`src/rtl/slu_pkg.sv`:
```
// slu_pkg: shared types and constants for the console serial line unit
// no dependencies; every other rtl file imports this package

package slu_pkg;

   localparam int AddrWidth = 18;
   localparam int DataWidth = 16;
   localparam int GapWidth  = 16;
   localparam int TickWidth = 32;
   localparam int CsrWidth  = 18;

   localparam logic [AddrWidth-1:0] BaseAddrReset = AddrWidth'(262000);
   localparam logic [GapWidth-1:0]  MinGapReset   = GapWidth'(315);

   // status bit positions
   localparam int DoneBit   = 7;
   localparam int EnableBit = 6;
   // transmitter buffer pending flag
   localparam int PendBit   = 8;

   // special receive bytes
   localparam logic [7:0] CtlByte1 = 8'o201;
   localparam logic [7:0] CtlByte2 = 8'o202;
   localparam logic [7:0] CtlByte3 = 8'o203;

   typedef enum logic [1:0] {
      MODE_READ  = 2'd0,
      MODE_WRITE = 2'd1,
      MODE_RECV  = 2'd2,
      MODE_POLL  = 2'd3
   } mode_type;

   typedef enum logic [1:0] {
      IRQ_NONE  = 2'd0,
      IRQ_RAISE = 2'd1,
      IRQ_CLEAR = 2'd2
   } irq_action_type;

   typedef enum logic [2:0] {
      CTL_NONE  = 3'd0,
      CTL_ONE   = 3'd1,
      CTL_TWO   = 3'd2,
      CTL_THREE = 3'd3,
      CTL_OTHER = 3'd4
   } control_code_type;

   // register offsets from the base address
   localparam logic [AddrWidth-1:0] OfsRxStatus = AddrWidth'(0);
   localparam logic [AddrWidth-1:0] OfsRxBuffer = AddrWidth'(2);
   localparam logic [AddrWidth-1:0] OfsTxStatus = AddrWidth'(4);
   localparam logic [AddrWidth-1:0] OfsTxBuffer = AddrWidth'(6);

   // configuration register indexes
   typedef enum logic {
      CSR_BASE_ADDRESS = 1'b0,
      CSR_MIN_TX_GAP   = 1'b1
   } csr_index_type;

   typedef struct packed {
      mode_type               mode;
      logic [AddrWidth-1:0]   address;
      logic [DataWidth-1:0]   write_data;
      logic [7:0]             rx_byte;
      logic [TickWidth-1:0]   now_ticks;
      logic                   line_ready;
   } req_type;

   typedef struct packed {
      logic [DataWidth-1:0]   read_data;
      logic                   bus_error;
      logic                   rx_accepted;
      control_code_type       control_code;
      irq_action_type         rx_irq_action;
      irq_action_type         tx_irq_action;
      logic                   tx_valid;
      logic [7:0]             tx_byte;
   } rsp_type;

endpackage

```
`src/rtl/slu_if.sv`:
```
// slu_if: valid/ready channel interfaces for request and response words
// depends on slu_pkg for the payload structs

interface slu_req_if;
   import slu_pkg::*;
   logic    valid;
   logic    ready;
   req_type data;
   modport source (output valid, output data, input ready);
   modport sink (input valid, input data, output ready);
endinterface

interface slu_rsp_if;
   import slu_pkg::*;
   logic    valid;
   logic    ready;
   rsp_type data;
   modport source (output valid, output data, input ready);
   modport sink (input valid, input data, output ready);
endinterface

```
`src/rtl/serial_line_unit_registers.sv`:
```
// serial_line_unit_registers: top level of the console serial line unit
// depends on slu_pkg, slu_if (channel interfaces) and slu_core
//
//   channel  | dir | handshake        | word
//   ---------+-----+------------------+--------------------------------------
//   req_ch   | in  | valid/ready      | mode, address, write data, rx byte,
//            |     |                  | tick stamp, line ready
//   rsp_ch   | out | valid/ready      | read data, error, rx/tx results, irqs
//   csr_*    | in  | write enable     | base address, min transmit gap
//
// one word per cycle sustained while rsp_ch is not stalled; a word waits in
// the input register, is decoded and applied to device state by slu_core
// when it moves on, and its response lands in the output register on that
// same edge, from which it is offered.
// reset is synchronous: both valid flags clear; device state and config take their reset values.
// a stalled response holds the output register; the input register keeps
// accepting as long as its word can move into a free or draining output.

module serial_line_unit_registers (
   input  logic                          clock,
   input  logic                          reset,
   slu_req_if.sink                       req_ch,
   slu_rsp_if.source                     rsp_ch,
   input  logic                          csr_we,
   input  slu_pkg::csr_index_type        csr_index,
   input  logic [slu_pkg::CsrWidth-1:0]  csr_wdata
);
   import slu_pkg::*;

   // config registers
   logic [AddrWidth-1:0] base_addr_ff;
   logic [GapWidth-1:0]  min_gap_ff;

   // input stage
   logic    in_valid_ff;
   req_type in_word_ff;

   // output stage
   logic    out_valid_ff;
   rsp_type out_word_ff;
   rsp_type core_result;

   logic out_free;
   logic advance;

   // output register frees up when empty or being taken this cycle
   assign out_free = !out_valid_ff || rsp_ch.ready;
   // the buffered word moves on, updating device state
   assign advance  = in_valid_ff && out_free;

   assign req_ch.ready = !in_valid_ff || out_free;
   assign rsp_ch.valid = out_valid_ff;
   assign rsp_ch.data  = out_word_ff;

   always_ff @(posedge clock) begin
      if (reset) begin
         base_addr_ff <= BaseAddrReset;
         min_gap_ff   <= MinGapReset;
      end else if (csr_we) begin
         unique case (csr_index)
            CSR_BASE_ADDRESS: base_addr_ff <= csr_wdata[AddrWidth-1:0];
            CSR_MIN_TX_GAP:   min_gap_ff   <= csr_wdata[GapWidth-1:0];
            default:          base_addr_ff <= base_addr_ff;
         endcase
      end
   end

   // input register
   always_ff @(posedge clock) begin
      if (reset) begin
         in_valid_ff <= 1'b0;
      end else if (req_ch.ready) begin
         in_valid_ff <= req_ch.valid;
      end
   end

   always_ff @(posedge clock) begin
      if (req_ch.valid && req_ch.ready) begin
         in_word_ff <= req_ch.data;
      end
   end

   slu_core u_core (
      .clock        (clock),
      .reset        (reset),
      .step         (advance),
      .item         (in_word_ff),
      .base_address (base_addr_ff),
      .min_tx_gap   (min_gap_ff),
      .result       (core_result)
   );

   // output register
   always_ff @(posedge clock) begin
      if (reset) begin
         out_valid_ff <= 1'b0;
      end else if (out_free) begin
         out_valid_ff <= in_valid_ff;
      end
   end

   always_ff @(posedge clock) begin
      if (advance) begin
         out_word_ff <= core_result;
      end
   end

endmodule

```
`src/rtl/slu_core.sv`:
```
// slu_core: device state registers and the per-word decode and update logic
// depends on slu_pkg

module slu_core (
   input  logic                      clock,
   input  logic                      reset,
   input  logic                      step,
   input  slu_pkg::req_type          item,
   input  logic [slu_pkg::AddrWidth-1:0] base_address,
   input  logic [slu_pkg::GapWidth-1:0]  min_tx_gap,
   output slu_pkg::rsp_type          result
);
   import slu_pkg::*;

   logic [DataWidth-1:0] rx_status_ff, rx_status_in;
   logic [7:0]           rx_data_ff, rx_data_in;
   logic [DataWidth-1:0] tx_status_ff, tx_status_in;
   logic [8:0]           tx_data_ff, tx_data_in;
   logic [TickWidth-1:0] last_send_ff, last_send_in;
   logic                 time_known_ff, time_known_in;

   logic [AddrWidth-1:0] offset;
   logic [TickWidth-1:0] elapsed;
   logic                 gap_ok;
   logic [DataWidth-1:0] status_wr;

   assign offset  = item.address - base_address;
   assign elapsed = item.now_ticks - last_send_ff;
   assign gap_ok  = !time_known_ff || (elapsed >= TickWidth'(min_tx_gap));

   always_comb begin
      rx_status_in  = rx_status_ff;
      rx_data_in    = rx_data_ff;
      tx_status_in  = tx_status_ff;
      tx_data_in    = tx_data_ff;
      last_send_in  = last_send_ff;
      time_known_in = time_known_ff;
      result        = '0;
      status_wr     = item.write_data;

      unique case (item.mode)
         MODE_READ, MODE_WRITE: begin
            if (offset == OfsRxStatus) begin
               if (item.mode == MODE_WRITE) begin
                  rx_status_in = status_wr;
                  rx_status_in[DoneBit] = rx_status_ff[DoneBit];
               end else begin
                  result.read_data = rx_status_ff;
               end
            end else if (offset == OfsRxBuffer) begin
               rx_status_in[DoneBit] = 1'b0;
               if (item.mode == MODE_READ) begin
                  result.read_data = {8'd0, rx_data_ff};
               end
            end else if (offset == OfsTxStatus) begin
               if (item.mode == MODE_WRITE) begin
                  tx_status_in = status_wr;
                  tx_status_in[DoneBit] = tx_status_ff[DoneBit];
                  result.tx_irq_action =
                     (tx_status_ff[DoneBit] && status_wr[EnableBit]) ? IRQ_RAISE : IRQ_CLEAR;
               end else begin
                  result.read_data = tx_status_ff;
               end
            end else if (offset == OfsTxBuffer) begin
               if (item.mode == MODE_WRITE) begin
                  tx_data_in = {1'b1, 1'b0, item.write_data[6:0]};
                  tx_status_in[DoneBit] = 1'b0;
               end else begin
                  result.read_data = {8'd0, tx_data_ff[7:0]};
               end
            end else begin
               result.bus_error = 1'b1;
            end
         end
         MODE_RECV: begin
            if (!rx_status_ff[DoneBit]) begin
               result.rx_accepted = 1'b1;
               rx_data_in = item.rx_byte;
               if (item.rx_byte[7]) begin
                  if (item.rx_byte == CtlByte1) begin
                     result.control_code = CTL_ONE;
                  end else if (item.rx_byte == CtlByte2) begin
                     result.control_code = CTL_TWO;
                  end else if (item.rx_byte == CtlByte3) begin
                     result.control_code = CTL_THREE;
                  end else begin
                     result.control_code = CTL_OTHER;
                  end
               end else begin
                  rx_status_in[DoneBit] = 1'b1;
                  result.rx_irq_action = rx_status_ff[EnableBit] ? IRQ_RAISE : IRQ_CLEAR;
               end
            end
         end
         MODE_POLL: begin
            if (!tx_status_ff[DoneBit]) begin
               if (!gap_ok) begin
                  // too soon after the last send
                  if (!tx_status_ff[EnableBit]) begin
                     result.tx_irq_action = IRQ_CLEAR;
                  end
               end else begin
                  last_send_in  = item.now_ticks;
                  time_known_in = 1'b1;
                  if (tx_data_ff == '0 || item.line_ready) begin
                     if (tx_data_ff != '0) begin
                        result.tx_valid = 1'b1;
                        result.tx_byte  = tx_data_ff[7:0];
                        tx_data_in      = '0;
                     end
                     tx_status_in[DoneBit] = 1'b1;
                     result.tx_irq_action =
                        tx_status_ff[EnableBit] ? IRQ_RAISE : IRQ_CLEAR;
                  end
               end
            end
         end
         default: begin
            result = '0;
         end
      endcase
   end

   always_ff @(posedge clock) begin
      if (reset) begin
         rx_status_ff  <= '0;
         rx_data_ff    <= '0;
         tx_status_ff  <= DataWidth'(1) << DoneBit;
         tx_data_ff    <= '0;
         last_send_ff  <= '0;
         time_known_ff <= 1'b0;
      end else if (step) begin
         rx_status_ff  <= rx_status_in;
         rx_data_ff    <= rx_data_in;
         tx_status_ff  <= tx_status_in;
         tx_data_ff    <= tx_data_in;
         last_send_ff  <= last_send_in;
         time_known_ff <= time_known_in;
      end
   end

endmodule

```
`src/flat_wrapper.sv`:
```
// flat-port wrapper written by rule: the top's interface ports become plain ports
module serial_line_unit_registers_flat import slu_pkg::*;
  (clock, reset, csr_we, csr_index, csr_wdata, req_ch_valid, req_ch_data, req_ch_ready, rsp_ch_valid, rsp_ch_data, rsp_ch_ready);
  slu_req_if req_ch_i ();
  slu_rsp_if rsp_ch_i ();
  input  logic clock;
  input  logic reset;
  input  logic csr_we;
  input  slu_pkg::csr_index_type csr_index;
  input  logic [slu_pkg::CsrWidth-1:0] csr_wdata;
  input wire logic [$bits(req_ch_i.valid)-1:0] req_ch_valid;
  input wire logic [$bits(req_ch_i.data)-1:0] req_ch_data;
  output wire logic [$bits(req_ch_i.ready)-1:0] req_ch_ready;
  output wire logic [$bits(rsp_ch_i.valid)-1:0] rsp_ch_valid;
  output wire logic [$bits(rsp_ch_i.data)-1:0] rsp_ch_data;
  input wire logic [$bits(rsp_ch_i.ready)-1:0] rsp_ch_ready;
  assign req_ch_i.valid = req_ch_valid;
  assign req_ch_i.data = req_ch_data;
  assign req_ch_ready = req_ch_i.ready;
  assign rsp_ch_valid = rsp_ch_i.valid;
  assign rsp_ch_data = rsp_ch_i.data;
  assign rsp_ch_i.ready = rsp_ch_ready;
  serial_line_unit_registers u_core (.clock(clock), .reset(reset), .req_ch(req_ch_i), .rsp_ch(rsp_ch_i), .csr_we(csr_we), .csr_index(csr_index), .csr_wdata(csr_wdata));
endmodule
```
`config.mk`:
```
export PLATFORM = sky130hd
export DESIGN_NAME = serial_line_unit_registers_flat
export DESIGN_NICKNAME = d
export VERILOG_FILES = /design/src/rtl/slu_pkg.sv /design/src/rtl/slu_if.sv /design/src/rtl/serial_line_unit_registers.sv /design/src/rtl/slu_core.sv /design/src/flat_wrapper.sv
export SDC_FILE = /design/constraint.sdc
export NUM_CORES = 1
export LEC_CHECK = 0
export ABC_AREA = 1
export ABC_CLOCK_PERIOD_IN_PS = 5200
export BUFFER_PORTS_ARGS = -buffer_cell sky130_fd_sc_hd__buf_2
export CAP_MARGIN = 20
export CORE_MARGIN = 2
export CORE_UTILIZATION = 40
export CTS_BUF_LIST = sky130_fd_sc_hd__clkbuf_8
export DETAILED_ROUTE_END_ITERATION = 12
export PLACE_DENSITY = 0.66
export SLEW_MARGIN = 10
export SYNTH_ARGS = -nofsm -noshare
export SYNTH_HDL_FRONTEND = slang
export SYNTH_SLANG_ARGS = --single-unit
```
`constraint.sdc`:
```
create_clock -name clock -period 5.2 [get_ports clock]
set_input_delay 0.78 -clock clock [delete_from_list [all_inputs] [get_ports clock]]
set_output_delay 0.78 -clock clock [all_outputs]
set_load 0.05 [all_outputs]
```
==> impl_metrics.env <==
export IMPL_setup_tns_final_ns=0
export IMPL_relSlewSlack=0.331
export IMPL_cts_root_buf="clkbuf_8"
export IMPL_track_usage=0.190
export IMPL_cts_resized_gates=0
export IMPL_synth_top_flop_cell="dfxtp_1"
export IMPL_hold_violations=0
export IMPL_tritoncts="yes"
export IMPL_postCtsSetupRepairBufs=0
export IMPL_grt_use_met2=0.311
export IMPL_via_count=11100
export IMPL_post_route_util=0.463
export IMPL_grt_pass1_wl_um=51300
export IMPL_crit_path_top_delay_cell="nand3_2"
export IMPL_run_status="finished clean"
export IMPL_synth_commonest_cells="nand2_1 (437), inv_1 (299), nor2_1 (175)"
export IMPL_die_y_um=182
export IMPL_cts_buffers=41
export IMPL_row_count=65
export IMPL_initial_core_util=0.405
export IMPL_gr_total_overflow=0
export IMPL_grt_start_max_net_pins=66
export IMPL_maxSlewViolCount=0
export IMPL_path_buf_inv=1
export IMPL_busiest_layer="met2"
export IMPL_vias_per_cell=4.86
export IMPL_crit_type="reg -> reg"
export IMPL_maxCapViolCount=0
export IMPL_use_met1=0.258
export IMPL_post_place_ws_ns=1.15
export IMPL_cpMostUsedCell="nand2_1"
export IMPL_clk_pin_slew_ns=0.06
export IMPL_synth_top_area_share=0.258
export IMPL_worstPathRequired_ns=5.68
export IMPL_ctsHtreeMaxLevel=2
export IMPL_diodes=0
export IMPL_grt_pass1_vias=10600
export IMPL_fmax_mhz=247
export IMPL_io_buffers=134
export IMPL_cp_max_fo=37
export IMPL_routedWlPerCell_um=13.8
export IMPL_io_pins=137
export IMPL_ir_drop_mv=0.189
export IMPL_synthToLayoutAreaGrowth_pct=14.4
export IMPL_critical_path_top_delay_family="simple AND/OR/NAND/NOR gates"
export IMPL_cts_hold_buf=0
export IMPL_clock_sinks=226
export IMPL_fill_cells=3205
export IMPL_cp_cell_sequence="ha_1 > nand2_1 > nand3_1 > nand2_1 > nand2_1 > nand3_1 > nand2_1 > xor2_1 > ha_1 > a21oi_1 > o211ai_1 > nor2_1 > nand4_1 > nor2_1 > nand3_2 > buf_12 > nand3_1 > nand2_1 > nor2_1"
export IMPL_met3_usage=0.0337
export IMPL_async_flop_share=0
export IMPL_syn_area_um2=12700
export IMPL_rsz0062_at_grt="no"
export IMPL_ant_nets=0
export IMPL_endpoint_kind="flop"
export IMPL_synth_most_common_cell="nand2_1"
export IMPL_crit_end="u_core.u_core.last_send_ff[21]"
export IMPL_placed_area_um2=13700
export IMPL_period_share=0.778
export IMPL_worst_pin_slew_ns=1.00
export IMPL_antenna_found_initial=0
export IMPL_yosysTopAreaCell="edfxtp_1"
export IMPL_drc=0
export IMPL_setup_worst_path_start="u_core.in_word_ff[3]"
export IMPL_r2r_start="u_core.in_word_ff[3]"
export IMPL_fin_total_pwr_mw=4.24
export IMPL_syn_avg_cell_area_um2=7.45
export IMPL_core_area_um2=31400
export IMPL_cp_start_kind="flop"
export IMPL_critical_path_cell_count=19
export IMPL_finalInstanceArea_um2=14500
export IMPL_p_leak_nw=6.93
export IMPL_drive_gt1_frac=0.126
export IMPL_worst_hold_path_type="in -> reg"
export IMPL_dr_pass1_iters=5
export IMPL_fin_worst_skew_ns=0.0303
export IMPL_final_nets=2011
export IMPL_insertion_delay_ns=0.56
export IMPL_powerDensity_nw_per_um2=291
export IMPL_arrival_ns=4.52
export IMPL_synth_edff_count=109
export IMPL_syn_nets=1871
export IMPL_dieArea_um2=33200
export IMPL_min_period_ns=4.04
export IMPL_ys_ff_latch=226
export IMPL_die_x_um=182
export IMPL_reg2reg_slack_ns=1.16
export IMPL_reg2reg_depth=19
export IMPL_r2r_end="u_core.u_core.last_send_ff[21]"
export IMPL_synth_seq_area_share=0.442
export IMPL_synth_top_cells_by_area="edfxtp_1 (26%), dfxtp_1 (18%), nand2_1 (13%)"
export IMPL_yosysWarningCount=0
export IMPL_cp_slowest_stage_delay_ns=0.50
export IMPL_fin_ws_ns=1.16
export IMPL_setup_viol=0
export IMPL_place_congestion=0.899
export IMPL_postSynthCellCount=1705
export IMPL_cts_buffer_depth=3
export IMPL_synthDistinctLibCells=46
export IMPL_hpwl_um=23500
export IMPL_routed_wl_um=31400
export IMPL_drt_iter0_markers=678
[how the worst min path moves through the flow]
stage / cells after the start / start / end / slack, ns
floorplan: 2 / u_core.u_core.rx_status_ff[10] / u_core.u_core.rx_status_ff[10] / 0.42
global placement: 2 / u_core.u_core.rx_status_ff[9] / u_core.u_core.rx_status_ff[9] / 0.43
detailed placement: 2 / u_core.u_core.rx_status_ff[15] / u_core.u_core.rx_status_ff[15] / 0.44
CTS: 1 / req_ch_data[13] / u_core.in_word_ff[13] / 0.34
global route: 1 / req_ch_data[68] / u_core.in_word_ff[68] / 0.34
finish: 1 / req_ch_data[13] / u_core.in_word_ff[13] / 0.39
[placed cells by master (no fill, tap or decap), drive strengths merged, types with 2 or more instances in the layout]
cell	count
nor4	4
nand2	450
nor3	26
a21oi	124
bufinv	2
clkinvlp	2
nand3b	4
inv	320
o21ai	72
ha	64
clkinv	12
nor2	184
o211ai	20
a211oi	2
o21bai	5
xor2	20
nand4	22
and2	7
edfxtp	109
clkbuf	45
nand3	113
xnor2	3
buf	141
dfxtp	117
[logic make-up (layout without fill, tap and decap cells)]
logic type,Yosys count,after routing,share of synthesized area
simple gates,813,813,0.271
buf+inv,350,522,0.109
compound gates,227,227,0.0971
flops,226,226,0.442
fa+ha+maj,65,65,0.0646
xor+xnor,23,23,0.0159
other cells,1,1,0.000295
[metrics by stage]
step / hold slack [ns] / cells
2_1_floorplan: 0.424 / 1705
3_3_place_gp: 0.433 / 2203
3_5_place_dp: 0.438 / 2204
4_1_cts: 0.343 / 2279
5_1_grt: 0.341 / 2279
6_report: 0.388 / 2279
[worst reg2reg max path, cell delays in order, from the launching register on]
cell      delay [ns]
edfxtp_1        0.43
ha_1            0.43
nand2_1         0.11
nand3_1         0.15
nand2_1         0.07
nand2_1         0.11
nand3_1         0.08
nand2_1         0.16
xor2_1          0.19
ha_1            0.27
a21oi_1         0.14
o211ai_1        0.14
nor2_1          0.21
nand4_1         0.12
nor2_1          0.15
nand3_2         0.50
buf_12          0.40
nand3_1         0.12
nand2_1         0.06
nor2_1          0.12
[where the power goes]
part / internal (mW) / switching [mW]
Sequential: 1.94 / 0.0357
Clock: 0.901 / 0.744
Combinational: 0.202 / 0.412
Total: 3.04 / 1.19
[sequential cells by signal, summed over array words and instances, names as in the netlist, 8 cells and up]
name and flops:
u_core.in_word_ff 76, u_core.rsp_ch.data 33, u_core.u_core.last_send_ff 32, u_core.base_addr_ff 18, u_core.min_gap_ff 16, u_core.u_core.rx_status_ff 16
u_core.u_core.tx_status_ff 16, u_core.u_core.rx_data_ff 8, u_core.u_core.tx_data_ff 8
[final cells by class]
| type | instances | area (µm²) | area share |
|---|---|---|---|
| multi-input combinational | 1129 | 5710 | 0.393 |
| sequential | 226 | 5620 | 0.386 |
| inverter | 306 | 1150 | 0.0794 |
| timing repair buffer | 141 | 739 | 0.0509 |
| clock buffer | 45 | 619 | 0.0426 |
| tap | 402 | 503 | 0.0346 |
| clock inverter | 30 | 193 | 0.0133 |
[routing by layer]
layer / vias to the layer above / part of all wire
met4: 0 / 0.019
met2: 272 / 0.45
li1: 5743 / -
met5: - / 0
met3: 43 / 0.053
met1: 5012 / 0.48
Note: power is estimated with default switching activity, not from simulation.
